<file path="src/sv/trm_pkg.sv">
// ----------------------------------------------------------------------------
// trm_pkg
// opcodes and shared types of the tiny register machine execute block
// ----------------------------------------------------------------------------
package trm_pkg;

  // opcodes
  localparam logic [4:0] OP_TEXT  = 5'd0;
  localparam logic [4:0] OP_INC   = 5'd1;
  localparam logic [4:0] OP_DEC   = 5'd2;
  localparam logic [4:0] OP_ADD   = 5'd3;
  localparam logic [4:0] OP_SUB   = 5'd4;
  localparam logic [4:0] OP_SET   = 5'd5;
  localparam logic [4:0] OP_WRITE = 5'd6;
  localparam logic [4:0] OP_READ  = 5'd7;
  localparam logic [4:0] OP_COPY  = 5'd8;
  localparam logic [4:0] OP_CMP   = 5'd9;
  localparam logic [4:0] OP_JEQ   = 5'd10;
  localparam logic [4:0] OP_JNE   = 5'd11;
  localparam logic [4:0] OP_JLB   = 5'd12;
  localparam logic [4:0] OP_JRB   = 5'd13;
  localparam logic [4:0] OP_JZ    = 5'd14;
  localparam logic [4:0] OP_JNZ   = 5'd15;
  localparam logic [4:0] OP_JOVF  = 5'd16;

  localparam int ITEM_BITS   = 32;
  localparam int RESULT_BITS = 32;

  // flags, equal in the lowest bit
  typedef struct packed {
    logic ovf;
    logic zer;
    logic rib;
    logic lib;
    logic equ;
  } trm_flags_t;

  // input item, laid out exactly as the input tdata
  typedef struct packed {
    logic              restart;
    logic [7:0]        read_value;
    logic signed [9:0] amount;
    logic [3:0]        src_reg;
    logic [3:0]        dest_reg;
    logic [4:0]        mode;
  } trm_item_t;

  // machine state seen by the execute unit
  typedef struct packed {
    logic [8:0] pc;
    logic       err;
    trm_flags_t flags;
  } trm_state_t;

  // register file write request
  typedef struct packed {
    logic       en;
    logic [7:0] data;
  } trm_wr_t;

  // result of one item
  typedef struct packed {
    trm_flags_t flags;
    logic [7:0] out_value;
    logic       out_valid;
    logic       jump_error;
    logic       halted;
    logic [8:0] next_pc;
  } trm_result_t;

endpackage

</file>
<file path="src/sv/trm_ram.sv">
// ----------------------------------------------------------------------------
// trm_ram
// generic single write port ram with one registered read port
// ----------------------------------------------------------------------------
module trm_ram #(
  parameter int WIDTH = 8,
  parameter int DEPTH = 16
) (
  input  logic                                clk,
  input  logic                                we,
  input  logic [(DEPTH > 1 ? $clog2(DEPTH) : 1)-1:0] waddr,
  input  logic [WIDTH-1:0]                    wdata,
  input  logic                                re,
  input  logic [(DEPTH > 1 ? $clog2(DEPTH) : 1)-1:0] raddr,
  output logic [WIDTH-1:0]                    rdata
);

  logic [WIDTH-1:0] mem [DEPTH];

  // write port
  always_ff @(posedge clk) begin
    if (we) begin
      mem[waddr] <= wdata;
    end
  end

  // registered read, old data on a same-address write
  always_ff @(posedge clk) begin
    if (re) begin
      rdata <= mem[raddr];
    end
  end

endmodule

</file>
<file path="src/sv/trm_exec.sv">
// ----------------------------------------------------------------------------
// trm_exec
// instruction execute unit: alu, flag update and jump resolution
// ----------------------------------------------------------------------------
module trm_exec (
  input  trm_pkg::trm_item_t   item,
  input  trm_pkg::trm_state_t  cur,
  input  logic [8:0]           prog_len,
  input  logic [7:0]           a,
  input  logic [7:0]           b,
  output trm_pkg::trm_wr_t     wr,
  output trm_pkg::trm_result_t res
);
  import trm_pkg::*;

  logic [8:0]         pc0;
  logic               err0;
  logic               run;
  logic [7:0]         step8;
  logic [8:0]         sum_ab;
  logic [8:0]         sum_as;
  logic               is_jump;
  logic               taken;
  logic signed [10:0] target;
  logic               bad;
  logic [8:0]         pc_next;
  logic               err_next;
  trm_flags_t         flags_next;
  trm_flags_t         zflag;
  logic               emit_valid;
  logic [7:0]         emit_value;

  // restart clears counter and error first
  assign pc0   = item.restart ? '0 : cur.pc;
  assign err0  = item.restart ? 1'b0 : cur.err;
  assign run   = !err0 && (pc0 < prog_len);
  assign step8 = item.amount[7:0];

  assign sum_as = {1'b0, a} + {1'b0, step8};
  assign sum_ab = {1'b0, a} + {1'b0, b};

  // relative jump target, sign-extended offset
  assign target = $signed({2'b00, pc0}) + 11'(item.amount);
  assign bad    = (target < 0) || (target > $signed({2'b00, prog_len}));

  // opcode decode
  always_comb begin
    wr         = '0;
    flags_next = cur.flags;
    zflag      = '0;
    is_jump    = 1'b0;
    taken      = 1'b0;
    emit_valid = 1'b0;
    emit_value = '0;
    case (item.mode)
      OP_INC: begin
        wr.en = 1'b1;
        wr.data = sum_as[7:0];
        flags_next = '0;
        flags_next.ovf = sum_as[8];
        flags_next.zer = (sum_as[7:0] == 8'd0);
      end
      OP_DEC: begin
        wr.en = 1'b1;
        wr.data = a - step8;
        flags_next = '0;
        flags_next.ovf = (step8 > a);
        flags_next.zer = (a == step8);
      end
      OP_ADD: begin
        wr.en = 1'b1;
        wr.data = sum_ab[7:0];
        flags_next = '0;
        flags_next.ovf = sum_ab[8];
      end
      OP_SUB: begin
        wr.en = 1'b1;
        wr.data = a - b;
        flags_next = '0;
        flags_next.ovf = (b > a);
      end
      OP_SET: begin
        wr.en = 1'b1;
        wr.data = step8;
        zflag.zer = (step8 == 8'd0);
        flags_next = zflag;
      end
      OP_WRITE: begin
        emit_valid = 1'b1;
        emit_value = a;
      end
      OP_READ: begin
        wr.en = 1'b1;
        wr.data = item.read_value;
        zflag.zer = (item.read_value == 8'd0);
        flags_next = zflag;
      end
      OP_COPY: begin
        wr.en = 1'b1;
        wr.data = b;
        zflag.zer = (b == 8'd0);
        flags_next = zflag;
      end
      OP_CMP: begin
        flags_next = '0;
        flags_next.equ = (a == b);
        flags_next.lib = (a > b);
        flags_next.rib = (a < b);
        flags_next.zer = (a == 8'd0);
      end
      OP_JEQ: begin
        is_jump = 1'b1;
        taken = cur.flags.equ;
      end
      OP_JNE: begin
        is_jump = 1'b1;
        taken = !cur.flags.equ;
      end
      OP_JLB: begin
        is_jump = 1'b1;
        taken = cur.flags.lib;
      end
      OP_JRB: begin
        is_jump = 1'b1;
        taken = cur.flags.rib;
      end
      OP_JZ: begin
        is_jump = 1'b1;
        taken = cur.flags.zer;
      end
      OP_JNZ: begin
        is_jump = 1'b1;
        taken = !cur.flags.zer;
      end
      OP_JOVF: begin
        is_jump = 1'b1;
        taken = cur.flags.ovf;
      end
      default: begin
      end
    endcase
    // nothing executes while halted or in error
    if (!run) begin
      wr         = '0;
      flags_next = cur.flags;
      emit_valid = 1'b0;
      emit_value = '0;
    end
  end

  // counter and sticky error
  always_comb begin
    pc_next  = pc0;
    err_next = err0;
    if (run) begin
      if (is_jump && taken) begin
        if (bad) begin
          err_next = 1'b1;
        end else begin
          pc_next = target[8:0];
        end
      end else begin
        pc_next = pc0 + 9'd1;
      end
    end
  end

  assign res.next_pc    = pc_next;
  assign res.halted     = (pc_next >= prog_len);
  assign res.jump_error = err_next;
  assign res.out_valid  = emit_valid;
  assign res.out_value  = emit_value;
  assign res.flags      = flags_next;

endmodule

</file>
<file path="src/sv/tiny_register_machine_execute.sv">
// ----------------------------------------------------------------------------
// tiny_register_machine_execute
// one instruction of a small 8-bit register machine per item
// ----------------------------------------------------------------------------
// on acceptance the item and its register file reads are registered; the execute
// result then enters the output register once that register is free
// throughput: one item per cycle while the output is not stalled, set by the single execute stage
// reset: synchronous; counter, error, flags and length clear, and the
// register file reads zero at once through per-entry valid bits (no sweep)
module tiny_register_machine_execute #(
  parameter int NUM_REGS   = 16,
  parameter int PROG_DEPTH = 256
) (
  input  logic        clk,
  input  logic        rst,
  // mode[4:0], dest_reg[8:5], src_reg[12:9], amount[22:13],
  // read_value[30:23], restart[31]
  input  logic [31:0] s_tdata,
  input  logic        s_tvalid,
  output logic        s_tready,
  // next_pc[8:0], halted[9], jump_error[10], out_valid[11], out_value[19:12],
  // flag_equal[20], flag_left_bigger[21], flag_right_bigger[22],
  // flag_zero[23], flag_overflow[24], zero fill[31:25]
  output logic [31:0] m_tdata,
  output logic        m_tvalid,
  input  logic        m_tready,
  // program_length
  input  logic [8:0]  cfg_data,
  input  logic        cfg_valid,
  output logic        cfg_ready
);
  import trm_pkg::*;

  localparam int RF_DEPTH = (NUM_REGS > 16) ? 16 : NUM_REGS;
  localparam int AW       = (RF_DEPTH > 1) ? $clog2(RF_DEPTH) : 1;

  trm_item_t     in_item;
  trm_item_t     s1_item;
  logic          s1_valid;
  logic          out_free;
  logic          go;
  logic          accept;

  logic [7:0]    qa;
  logic [7:0]    qb;
  logic [RF_DEPTH-1:0] rf_valid;
  logic          wb_en;
  logic [AW-1:0] wb_addr;
  logic [7:0]    wb_data;

  logic          d_ok;
  logic          s_ok;
  logic [AW-1:0] d_addr;
  logic [AW-1:0] s_addr;
  logic [7:0]    a_val;
  logic [7:0]    b_val;
  logic          rf_we;

  trm_state_t    state;
  logic [8:0]    prog_len;
  trm_wr_t       wr;
  trm_result_t   res;

  assign in_item = trm_item_t'(s_tdata);

  // pipeline handshake
  assign out_free = !m_tvalid || m_tready;
  assign go       = s1_valid && out_free;
  assign s_tready = !s1_valid || go;
  assign accept   = s_tvalid && s_tready;

  always_ff @(posedge clk) begin
    if (rst) begin
      s1_valid <= 1'b0;
    end else if (s_tready) begin
      s1_valid <= s_tvalid;
    end
  end

  always_ff @(posedge clk) begin
    if (accept) begin
      s1_item <= in_item;
    end
  end

  // register file, one copy per read port
  assign d_ok   = 32'(s1_item.dest_reg) < NUM_REGS;
  assign s_ok   = 32'(s1_item.src_reg) < NUM_REGS;
  assign d_addr = s1_item.dest_reg[AW-1:0];
  assign s_addr = s1_item.src_reg[AW-1:0];
  assign rf_we  = go && wr.en && d_ok;

  trm_ram #(.WIDTH(8), .DEPTH(RF_DEPTH)) u_rf_a (
    .clk   (clk),
    .we    (rf_we),
    .waddr (d_addr),
    .wdata (wr.data),
    .re    (accept),
    .raddr (in_item.dest_reg[AW-1:0]),
    .rdata (qa)
  );

  trm_ram #(.WIDTH(8), .DEPTH(RF_DEPTH)) u_rf_b (
    .clk   (clk),
    .we    (rf_we),
    .waddr (d_addr),
    .wdata (wr.data),
    .re    (accept),
    .raddr (in_item.src_reg[AW-1:0]),
    .rdata (qb)
  );

  // valid bits: unwritten entries read as zero
  always_ff @(posedge clk) begin
    if (rst) begin
      rf_valid <= '0;
    end else if (rf_we) begin
      rf_valid[d_addr] <= 1'b1;
    end
  end

  // last write, forwarded over the read that raced it
  always_ff @(posedge clk) begin
    if (rst) begin
      wb_en <= 1'b0;
    end else if (rf_we) begin
      wb_en <= 1'b1;
    end
  end

  always_ff @(posedge clk) begin
    if (rf_we) begin
      wb_addr <= d_addr;
      wb_data <= wr.data;
    end
  end

  // operand select
  always_comb begin
    a_val = '0;
    b_val = '0;
    if (d_ok) begin
      if (wb_en && (wb_addr == d_addr)) begin
        a_val = wb_data;
      end else if (rf_valid[d_addr]) begin
        a_val = qa;
      end
    end
    if (s_ok) begin
      if (wb_en && (wb_addr == s_addr)) begin
        b_val = wb_data;
      end else if (rf_valid[s_addr]) begin
        b_val = qb;
      end
    end
  end

  trm_exec u_exec (
    .item     (s1_item),
    .cur      (state),
    .prog_len (prog_len),
    .a        (a_val),
    .b        (b_val),
    .wr       (wr),
    .res      (res)
  );

  // machine state
  always_ff @(posedge clk) begin
    if (rst) begin
      state <= '0;
    end else if (go) begin
      state.pc    <= res.next_pc;
      state.err   <= res.jump_error;
      state.flags <= res.flags;
    end
  end

  // program length register, saturated to the program depth
  assign cfg_ready = 1'b1;

  always_ff @(posedge clk) begin
    if (rst) begin
      prog_len <= '0;
    end else if (cfg_valid) begin
      if (32'(cfg_data) > PROG_DEPTH) begin
        prog_len <= 9'(PROG_DEPTH);
      end else begin
        prog_len <= cfg_data;
      end
    end
  end

  // output register
  always_ff @(posedge clk) begin
    if (rst) begin
      m_tvalid <= 1'b0;
    end else if (go) begin
      m_tvalid <= 1'b1;
    end else if (m_tready) begin
      m_tvalid <= 1'b0;
    end
  end

  always_ff @(posedge clk) begin
    if (go) begin
      m_tdata <= {7'd0, res};
    end
  end

endmodule

</file>
<file path="config.mk">
export PLATFORM = sky130hd
export DESIGN_NAME = tiny_register_machine_execute
export DESIGN_NICKNAME = d
export VERILOG_FILES = /design/src/sv/trm_pkg.sv /design/src/sv/trm_ram.sv /design/src/sv/trm_exec.sv /design/src/sv/tiny_register_machine_execute.sv
export SDC_FILE = /design/constraint.sdc
export NUM_CORES = 1
export LEC_CHECK = 0
export BUFFER_PORTS_ARGS = -buffer_cell sky130_fd_sc_hd__buf_2
export CELL_PAD_IN_SITES_DETAIL_PLACEMENT = 0
export CELL_PAD_IN_SITES_GLOBAL_PLACEMENT = 1
export CORE_UTILIZATION = 55
export CTS_CLUSTER_SIZE = 20
export DETAILED_ROUTE_END_ITERATION = 7
export GPL_ROUTABILITY_DRIVEN = 0
export GPL_TIMING_DRIVEN = 0
export PLACE_DENSITY = 0.82
export REMOVE_ABC_BUFFERS = 1
export SETUP_SLACK_MARGIN = 0.1
export SLEW_MARGIN = 20
export SYNTH_ARGS = -nofsm -noshare
export SYNTH_HDL_FRONTEND = slang
export SYNTH_HIERARCHICAL = 1
export SYNTH_SLANG_ARGS = --single-unit
</file>
<file path="constraint.sdc">
create_clock -name clk -period 12.5 [get_ports clk]
set_input_delay 2.5 -clock clk [delete_from_list [all_inputs] [get_ports clk]]
set_output_delay 2.5 -clock clk [all_outputs]
set_load 0.05 [all_outputs]
</file>
## Word level (Yosys, flattened, before mapping)

Memories as Yosys holds them, arrays and structs flattened. A register that Yosys moved wholly into a read port is not among the register bits.
Index checks and enable logic that the tools add are counted.

- Memories kept: 2
- Flip-flop bits (word level): 112
- Word-level logic and storage cells: 118
- Input port bits: 46
- Bits in writable memories: 256
- Output and inout port bits: 35

Memory list:

| memory | depth | bits a word | rd ports | clocked after memory_dff | wr ports | line | RTL |
|---|---|---|---|---|---|---|---|
| u_rf_a.mem | 16 | 8 | 1 | 1 | 1 | trm_ram.sv:18 | `logic [WIDTH-1:0] mem [DEPTH];` |
| u_rf_b.mem | 16 | 8 | 1 | 1 | 1 | trm_ram.sv:18 |  |

- Bitwise logic cells: 1
- Add/subtract/negate cells: 6
- Equal/unequal tests: 20
- Order comparisons: 12
- Reductions and logical operators: 24
- Mux-type cells: 30

Operators by type and width:

| cell | number |
|---|---|
| one-hot mux 9 bit (7 select lines) | 1 |
| 2-to-1 mux 9 bit | 6 |
| equality test 5 x 4 -> 1 bit (second input constant) | 8 |
| zero test 8 bit | 5 |
| one-hot mux 5 bit (8 select lines) | 1 |
| 2-to-1 mux 8 bit | 4 |
| > comparator 8 bit | 3 |
| equality test 5 x 3 -> 1 bit (second input constant) | 4 |
| adder 8 x 8 -> 9 bit | 2 |
| equality test 8 bit | 2 |
| OR 16 bit | 1 |
| subtractor 8 bit | 2 |
| 2-to-1 mux 1 bit | 13 |
| adder 10 x 10 -> 11 bit | 1 |
| > comparator 11 x 10 -> 1 bit | 1 |
| less-than comparator 11 x 1 -> 1 bit (second input constant) | 1 |
| equality test 5 x 2 -> 1 bit (second input constant) | 2 |
| less-than comparator 4 x 5 -> 1 bit (second input constant) | 2 |
| adder 9 x 1 -> 9 bit (second input constant) | 1 |
| greater-or-equal comparator 9 bit | 1 |
| > comparator 9 bit (second input constant) | 1 |
| less-than comparator 9 bit | 1 |
| binary-select mux 1 bit (select 4 bit) | 2 |
| equality test 4 bit | 2 |
| other kinds (13) | 26 |

## Logic depth before layout (Yosys ltp)

Gate-level depths: netlist of the first run.

- Depth after elaboration: 10
- Gate-level depth with buffers: 29
- Depth with buffers taken out: 26

## Hierarchy

Netlist of the first run, hierarchy kept.

By module, submodules not included:

| module | instances | area each (µm²) | seq. area each (µm²) | cells an instance |
|---|---|---|---|---|
| trm_ram | 2 | 5,227.5 | 4,083.9 | 229 |
| tiny_register_machine_execute | 1 | 4,274.1 | 2,932.8 | 319 |
| trm_exec | 1 | 3,713.6 | 0.0 | 546 |

## Worst setup path after synthesis of the first run

Ideal clock, no wire load.

- Path kind: flip-flop to flip-flop
- Start: reg s1_item[31] (netlist name)
- End: reg m_tdata[9], data pin
- Setup time: 0.262 ns
- Arrival: 5.284 ns
- Buffers on the path: 3
- Slack: 6.954 ns
- Required time: 12.238 ns
- Period minus slack after synthesis: 5.546 ns
- Stages on the path, launching flop included: 28
- Path through: edfxtp_1 > buf_4 > buf_2 > nor2b_1 > ha_1 > ha_1 > a21boi_0 > nor3_1 > o2111ai_1 > nand4_1 > nand2_1 > xnor2_1 > ha_1 > a2111oi_0 > a211oi_1 > a2111o_1 > o211ai_4 > buf_4 > a41oi_1 > ha_1 > nand2b_1 > a21o_1 > a21o_1 > a21o_1 > a21o_1 > a21o_1 > a21oi_1 > o21ai_0

RTL lines:

| what | line | RTL |
|---|---|---|
| start: declaration | tiny_register_machine_execute.sv:38 | `trm_item_t s1_item;` |
| start signal: assignment | tiny_register_machine_execute.sv:82 | `s1_item <= in_item;` |
| end signal: assignment | tiny_register_machine_execute.sv:207 | `m_tdata <= {7'd0, res};` |
| end: declaration | tiny_register_machine_execute.sv:24 | `output logic [31:0] m_tdata,` |

==> impl_metrics.toml, run 1 <==
[synthesis]
yosysUniqueCellTypes = 74
syn_area_sq_um = 18400
synth_edf_count = 341
ys_ff_latch = 384
yosys_warnings = 6
synth_ff_type = "edfxtp_1"
synth_area_per_cell_sq_um = 13.9
async_flop_share_pct = 0
netlist_instances = 1323
ys_seq_area_share_pct = 60.2

[layout]
fin_util_pct = 63.0
nFillCells = 2440
drive_above_1_share_pct = 15.3
n_antenna_cell = 0
synthToLayoutAreaGrowth_pct = 12.1
final_nets = 1493

[worst_setup_path]
arrival_ns = 7.01
max_stage_delay_ns = 0.69
crit_path_frequent_cell = "a21o_1"
crit_path_start_kind = "flip-flop"
crit_family = "compound AO/OA/AOI/OAI gates"
critPathBufInv = 0
regToRegStartpoint = "s1_item[31]"
endpoint_kind = "flip-flop"
crit_slowest_cell = "edfxtp_1"
path_class = "reg2reg"
cp_max_fo = 20
critPathLaunch = "s1_item[31]"
crit_required_ns = 12.77

[worst_hold_path]
hp-class = "reg2reg"
min_from = "state[14]"

[clock_tree]
insertion_delay_ns = 0.54
postCtsSetupRepairBufs = 0
numCtsBuffers = 39
cts_buffer_depth = 3
hold_buffers = 0
clkTransAtPathRegs_ns = 0.06
postCtsResizedCells = 0
ctsHtreeMaxLevel = 2
clockRootBuffer = "clkbuf_16"
cts_tree = "done"
clock_sinks = 384

[routing]
postRouteWirelength_um = 42100
num_vias = 11600
drc = 0
viasPerCell = 6.24
drtPass1Iterations = 6
post_drt_wl_per_cell_um = 22.7
drt_iter0_drc = 1046
antenna_left = 0

[sta]
setup_viol = 0
worstMarginPinSlew_ns = 1.13
clock.fmax_mhz = 148
skew_ns = 0.0168
hold_viol = 0
finalMaxSlewViolations = 0
fin_crit_sh_pct = 53.9
tns_ns = 0
slew_headroom_pct = 24.5
finalWorstSetupSlack_ns = 5.76
fin_crit_ns = 6.74
rsz0062_at_grt = "no"

[placement]
pre_cts_ws_ns = 5.84
portBuffers = 72
dp.final_hpwl_um = 28200

[global_route]
track_usage_pct = 25.4
grt-ovfl-total = 0
grt_max_degree = 44
antenna_found_initial = 0
grt_pass1_wl_um = 65100
grt_pass1_vias = 11400

[floorplan]
core_sq_um = 32800
die_area_sq_um = 34300
rows = 66
num_io_pins = 81
initial_core_util_pct = 56.3
fp.dieW_um = 185
die_h_um = 185

[power]
pwr-share-comb_pct = 6.9
powerDensity_nw_per_um2 = 133
p_seq_share_pct = 51.8
peakVddDrop_uv = 112
p_int_mw = 2.14
clkPwrFrac_pct = 41.3
sw_frac_of_total_pct = 22.4
p_sw_mw = 0.617
p_leak_nw = 7.28

[status]
outcome = "finished clean"

[job]
drv_cap = 0
## metrics by stage
step	std cells	area [sq um]	hold WS (ns)	power, mW
after floorplan	1257	18000	0.430	1.57
after global placement	1771	18900	0.445	1.63
after detailed placement	1781	19400	0.453	1.64
after CTS	1851	20600	0.461	2.78
after global routing	1853	20700	0.491	2.85
final	1853	20700	0.461	2.76
## power groups by stage
stage	sequential, mW	combinational, mW	clock (mW)
finish	1.43	0.191	1.14
global route	1.43	0.208	1.21
CTS	1.43	0.188	1.16
detailed placement	1.46	0.187	0
global placement	1.46	0.175	0
floorplan	1.46	0.105	0
## synthesized netlist by cell type, drive strengths merged, types with 8 or more instances
| library cell | n | area, sq um |
|---|---|---|
| edfxtp | 341 | 10200 |
| nand2 | 95 | 357 |
| nor2 | 83 | 312 |
| mux4 | 72 | 1740 |
| a21oi | 63 | 315 |
| ha | 61 | 763 |
| inv | 50 | 188 |
| o21ai | 50 | 250 |
| dfxtp | 43 | 861 |
| buf | 40 | 300 |
| a22oi | 38 | 285 |
| a31oi | 28 | 175 |
| nand2b | 27 | 169 |
| clkbuf | 26 | 97.6 |
| xnor2 | 24 | 210 |
| nand3 | 22 | 110 |
| nor2b | 22 | 140 |
| nor3 | 19 | 95.1 |
| and2 | 18 | 113 |
| o2bb2ai | 18 | 158 |
| a21o | 14 | 105 |
| nand4 | 14 | 87.6 |
| nand3b | 13 | 97.6 |
| nor4 | 12 | 87.6 |
| mux2i | 10 | 100 |
| o21bai | 10 | 75.1 |
| o221ai | 8 | 70.1 |
## logic make-up after synthesis
logic type / after synthesis / share of synthesized area, %
xor gates and xnor gates: 31 / 1.47
other: 2 / 0.0407
adders and majority gates: 65 / 4.57
DFF: 384 / 60.2
and+or+nand+nor: 343 / 9.23
buffers and inverters: 123 / 3.52
muxes: 86 / 10.3
AOI/OAI and AO/OA: 289 / 10.7
## cell usage in the layout (no fill, tap or decap), types with 16 or more instances in the layout
master / count
mux4_1: 32
o2bb2ai_1: 17
clkbuf_16: 39
nor2b_1: 21
nand2b_1: 27
inv_1: 49
nor2_1: 83
ha_1: 61
buf_2: 71
nand3_1: 22
dfxtp_1: 43
a31oi_1: 21
a21oi_1: 61
nand2_1: 95
mux4_2: 40
xnor2_1: 24
and2_1: 16
edfxtp_1: 341
a22oi_1: 38
o21ai_0: 48
## flip-flops by register name, summed over array words and instances (netlist names), 8 cells and up
signal and flops:
u_rf_a/mem 128, u_rf_b/mem 128, m_tdata 25, s1_item 24, rf_valid 16, state 15, prog_len 9, u_rf_a/rdata 8
u_rf_b/rdata 8, wb_data 8
## path summary, 6_finish.rpt
check / endpoint / slack [ns] / depth (start not counted)
max: m_tdata[9] / 5.76 / 25
min reg2reg: state[14] / 0.46 / 2
min: state[14] / 0.46 / 2
max reg2reg: m_tdata[9] / 5.76 / 25
## worst min-delay path, stage by stage, from the launching register on
cell and delay (ns):
dfxtp_1 0.31, nand2_1 0.05, a21oi_1 0.05
## metal layers
metal  up-vias  part of all wire (%)  global-route usage, %
met5         -                     0                      0
met4         0                   2.8                   8.76
met3        92                   7.2                   3.87
met2       488                    47                   40.8
met1      5702                    43                   35.5
li1       5283                     -                      -
## final cells by class
class,count,area (sq um),share of cell area [%]
clock inverters,19,215,1.04
repair buffers,84,664,3.21
flip-flops and latches,384,11100,53.7
clock buffers,51,1030,4.99
inverters,51,193,0.932
multi-input cells,822,6910,33.4
well taps,442,553,2.68
(Power assumes the default switching activity.)
==> inputs of run 2 (changes only) <==
--- a/config.mk
+++ b/config.mk
@@ -5,15 +5,16 @@
 export SDC_FILE = /design/constraint.sdc
 export NUM_CORES = 1
 export LEC_CHECK = 0
+export ABC_AREA = 1
 export BUFFER_PORTS_ARGS = -buffer_cell sky130_fd_sc_hd__buf_2
 export CELL_PAD_IN_SITES_DETAIL_PLACEMENT = 0
 export CELL_PAD_IN_SITES_GLOBAL_PLACEMENT = 1
-export CORE_UTILIZATION = 55
+export CORE_UTILIZATION = 45
 export CTS_CLUSTER_SIZE = 20
 export DETAILED_ROUTE_END_ITERATION = 7
 export GPL_ROUTABILITY_DRIVEN = 0
 export GPL_TIMING_DRIVEN = 0
-export PLACE_DENSITY = 0.82
+export PLACE_DENSITY = 0.77
 export REMOVE_ABC_BUFFERS = 1
 export SETUP_SLACK_MARGIN = 0.1
 export SLEW_MARGIN = 20
==> constraint.sdc (replaced) <==
create_clock -name clk -period 5.9 [get_ports clk]
set_input_delay 1.18 -clock clk [delete_from_list [all_inputs] [get_ports clk]]
set_output_delay 1.18 -clock clk [all_outputs]
set_load 0.05 [all_outputs]
==> run 2 against run 1 <==
  * Via count rose by 33%
  * Core utilization down 12 points
  * Worst setup slack worse by 5.0 ns
  * Synthesized area increased by 9.4%
  * Hold slack better by 0.0036 ns
  * Critical path type unchanged
  * Largest power group unchanged
  * Non-clock buffer count shrank 3
  * Synthesized cell count increased by 71%
  * Fmax rose by 32%
  * Clock-buffer cell count rose by 5
  * Register-to-register slack worse by 5.0 ns
  * Sequential share of layout area shrank 4.2 points
==> impl_metrics.toml, run 2 <==
[sta]
clock.fmax_mhz = 196
fin_crit_ns = 5.11
setup_viol = 0
worstMarginPinSlew_ns = 1.01
skew_ns = 0.0212
rsz0062_at_grt = "no"
finalMaxSlewViolations = 0
slew_headroom_pct = 32.9
tns_ns = 0
fin_crit_sh_pct = 86.7
hold_viol = 0

[routing]
post_drt_wl_per_cell_um = 17.4
drtPass1Iterations = 7
num_vias = 15300
antenna_left = 0
postRouteWirelength_um = 51400
drt_iter0_drc = 1178
drc = 0
viasPerCell = 5.21

[clock_tree]
insertion_delay_ns = 0.58
clock_sinks = 384
numCtsBuffers = 42
cts_buffer_depth = 3
cts_tree = "done"
clockRootBuffer = "clkbuf_16"
clkTransAtPathRegs_ns = 0.05
hold_buffers = 0
ctsHtreeMaxLevel = 2

[layout]
final_area_sq_um = 22400
largestRegisters = "u_rf_a/mem (128), u_rf_b/mem (128), m_tdata (25)"
final_cell_mix = "nand2_1, inv_1, edfxtp_1, nand3_1, nor2_1"
drive_above_1_share_pct = 8.71
final_common_cell = "nand2_1"
n_antenna_cell = 0
final_nets = 2432
synthToLayoutAreaGrowth_pct = 11.2

[worst_setup_path]
crit_slowest_cell = "edfxtp_1"
crit_path_start_kind = "flip-flop"
r2r_cells = 29
crit_required_ns = 6.22
max_stage_delay_ns = 0.60
reg2reg_setup_slack_ns = 0.79
regToRegStartpoint = "s1_item[31]"
r2r_end = "m_tdata[9]"
arrival_ns = 5.43
path_class = "reg2reg"
endpoint_kind = "flip-flop"
cp_max_fo = 14
crit_path_frequent_cell = "nand2_1"

[power]
total_power_mw = 6.34
powerDensity_nw_per_um2 = 283
p_leak_nw = 9.91
peakVddDrop_uv = 218

[job]
drv_cap = 0

[floorplan]
die_h_um = 214
die_area_sq_um = 45700
num_io_pins = 81
core_sq_um = 44200
initial_core_util_pct = 45.6
fp.dieW_um = 214
rows = 77

[global_route]
grt-ovfl-total = 0
grt_pass1_wl_um = 80000
grt_max_degree = 67
grt_pass1_vias = 14500
antenna_found_initial = 1
track_usage_pct = 22.9

[worst_hold_path]
holdPathStages = 2
hp-class = "reg2reg"
min_to = "prog_len[7]"
min_from = "prog_len[7]"

[synthesis]
ys_ff_latch = 384
synth_top_area_share_pct = 50.7
yosysUniqueCellTypes = 60
netlist_instances = 2268
synth_area_per_cell_sq_um = 8.90
syn_area_sq_um = 20200
synth_area_leaders = "edfxtp_1, nand2_1, inv_1"
synth_top_area_cell = "edfxtp_1"
async_flop_share_pct = 0
synth_ff_type = "edfxtp_1"
yosys_warnings = 6
synth_most_common_cell = "nand2_1"
synth_edf_count = 341
ys_seq_area_share_pct = 55.0
netlist_top_cells_count = "nand2_1, inv_1, edfxtp_1, nand3_1, nor2_1"

[status]
outcome = "finished clean"

[placement]
postPlaceCellArea_sq_um = 21100
dp.final_hpwl_um = 34800
portBuffers = 72
## run 2: worst max-delay path: cells and delay by family, from the launching register on
kind | cells | cell delay (ns)
flops | 1 | 0.60
simple gates | 13 | 1.46
fa+ha+maj | 4 | 1.01
compound gates | 9 | 1.33
buf+inv | 3 | 0.45
## run 2: worst max-delay path by stage
stage / from / to / slack, ns / depth (start not counted)
after floorplan: s1_item[31] / m_tdata[9] / 1.72 / 29
after global placement: d_addr[0] / u_rf_b/mem[14][4] / -0.85 / 20
after detailed placement: s1_item[31] / m_tdata[9] / 0.71 / 29
after CTS: s1_item[31] / m_tdata[9] / 0.67 / 29
after global routing: s1_item[31] / m_tdata[9] / 0.21 / 29
final: s1_item[31] / m_tdata[9] / 0.79 / 29
## run 2: repair_timing
action / 4_1_cts / 5_1_grt
resized for setup: 0 / 1
endpoints found under the setup margin: 0 / 1
hold endpoints to repair: 0 / 0
buffers inserted: 0 / 0
## run 2: area by class of cell
type | instances | area, sq um
timing repair buffer | 81 | 586
tap | 592 | 741
fill | 4142 | 21800
inverter | 373 | 1410
clock buffer | 56 | 1120
sequential | 384 | 11100
clock inverter | 21 | 220
multi-input combinational | 1439 | 7260
## run 2: stage by stage
stage          std cells  hold WS [ns]  utilization, %  setup WS, ns
4_1_cts             2946         0.469            50.7         0.667
2_1_floorplan       2196         0.437               -          1.72
3_5_place_dp        2869         0.461            47.7         0.709
5_1_grt             2946         0.486            50.7         0.213
3_3_place_gp        2860         0.457            47.0        -0.853
6_report            2946         0.465            50.7         0.785
## run 2: kinds of logic after synthesis
logic type               after synthesis  share of synthesized area, %
adder cells (fa/ha/maj)               65                          4.18
buffers and inverters                451                          9.65
flip-flops                           384                          55.0
other                                  2                        0.0372
AND/OR/NAND/NOR                     1148                          24.8
AO/OA/AOI/OAI                        203                          5.68
XOR/XNOR                              15                         0.688
## run 2: metal layers
layer	share of wire, %	GRT usage [%]	vias up
met5	0.019	0	-
met4	3.6	9.41	2
met3	5.5	2.90	112
met2	48	38.4	434
met1	43	30.1	7260
li1	-	-	7541
## run 2: report_power, final
group          switching [mW]  total [mW]  internal [mW]  leakage [nW]
clock                    1.08        2.56           1.48         0.637
combinational           0.506       0.706          0.201          5.79
sequential             0.0478        3.07           3.02          3.48
total                    1.64        6.34           4.71          9.91
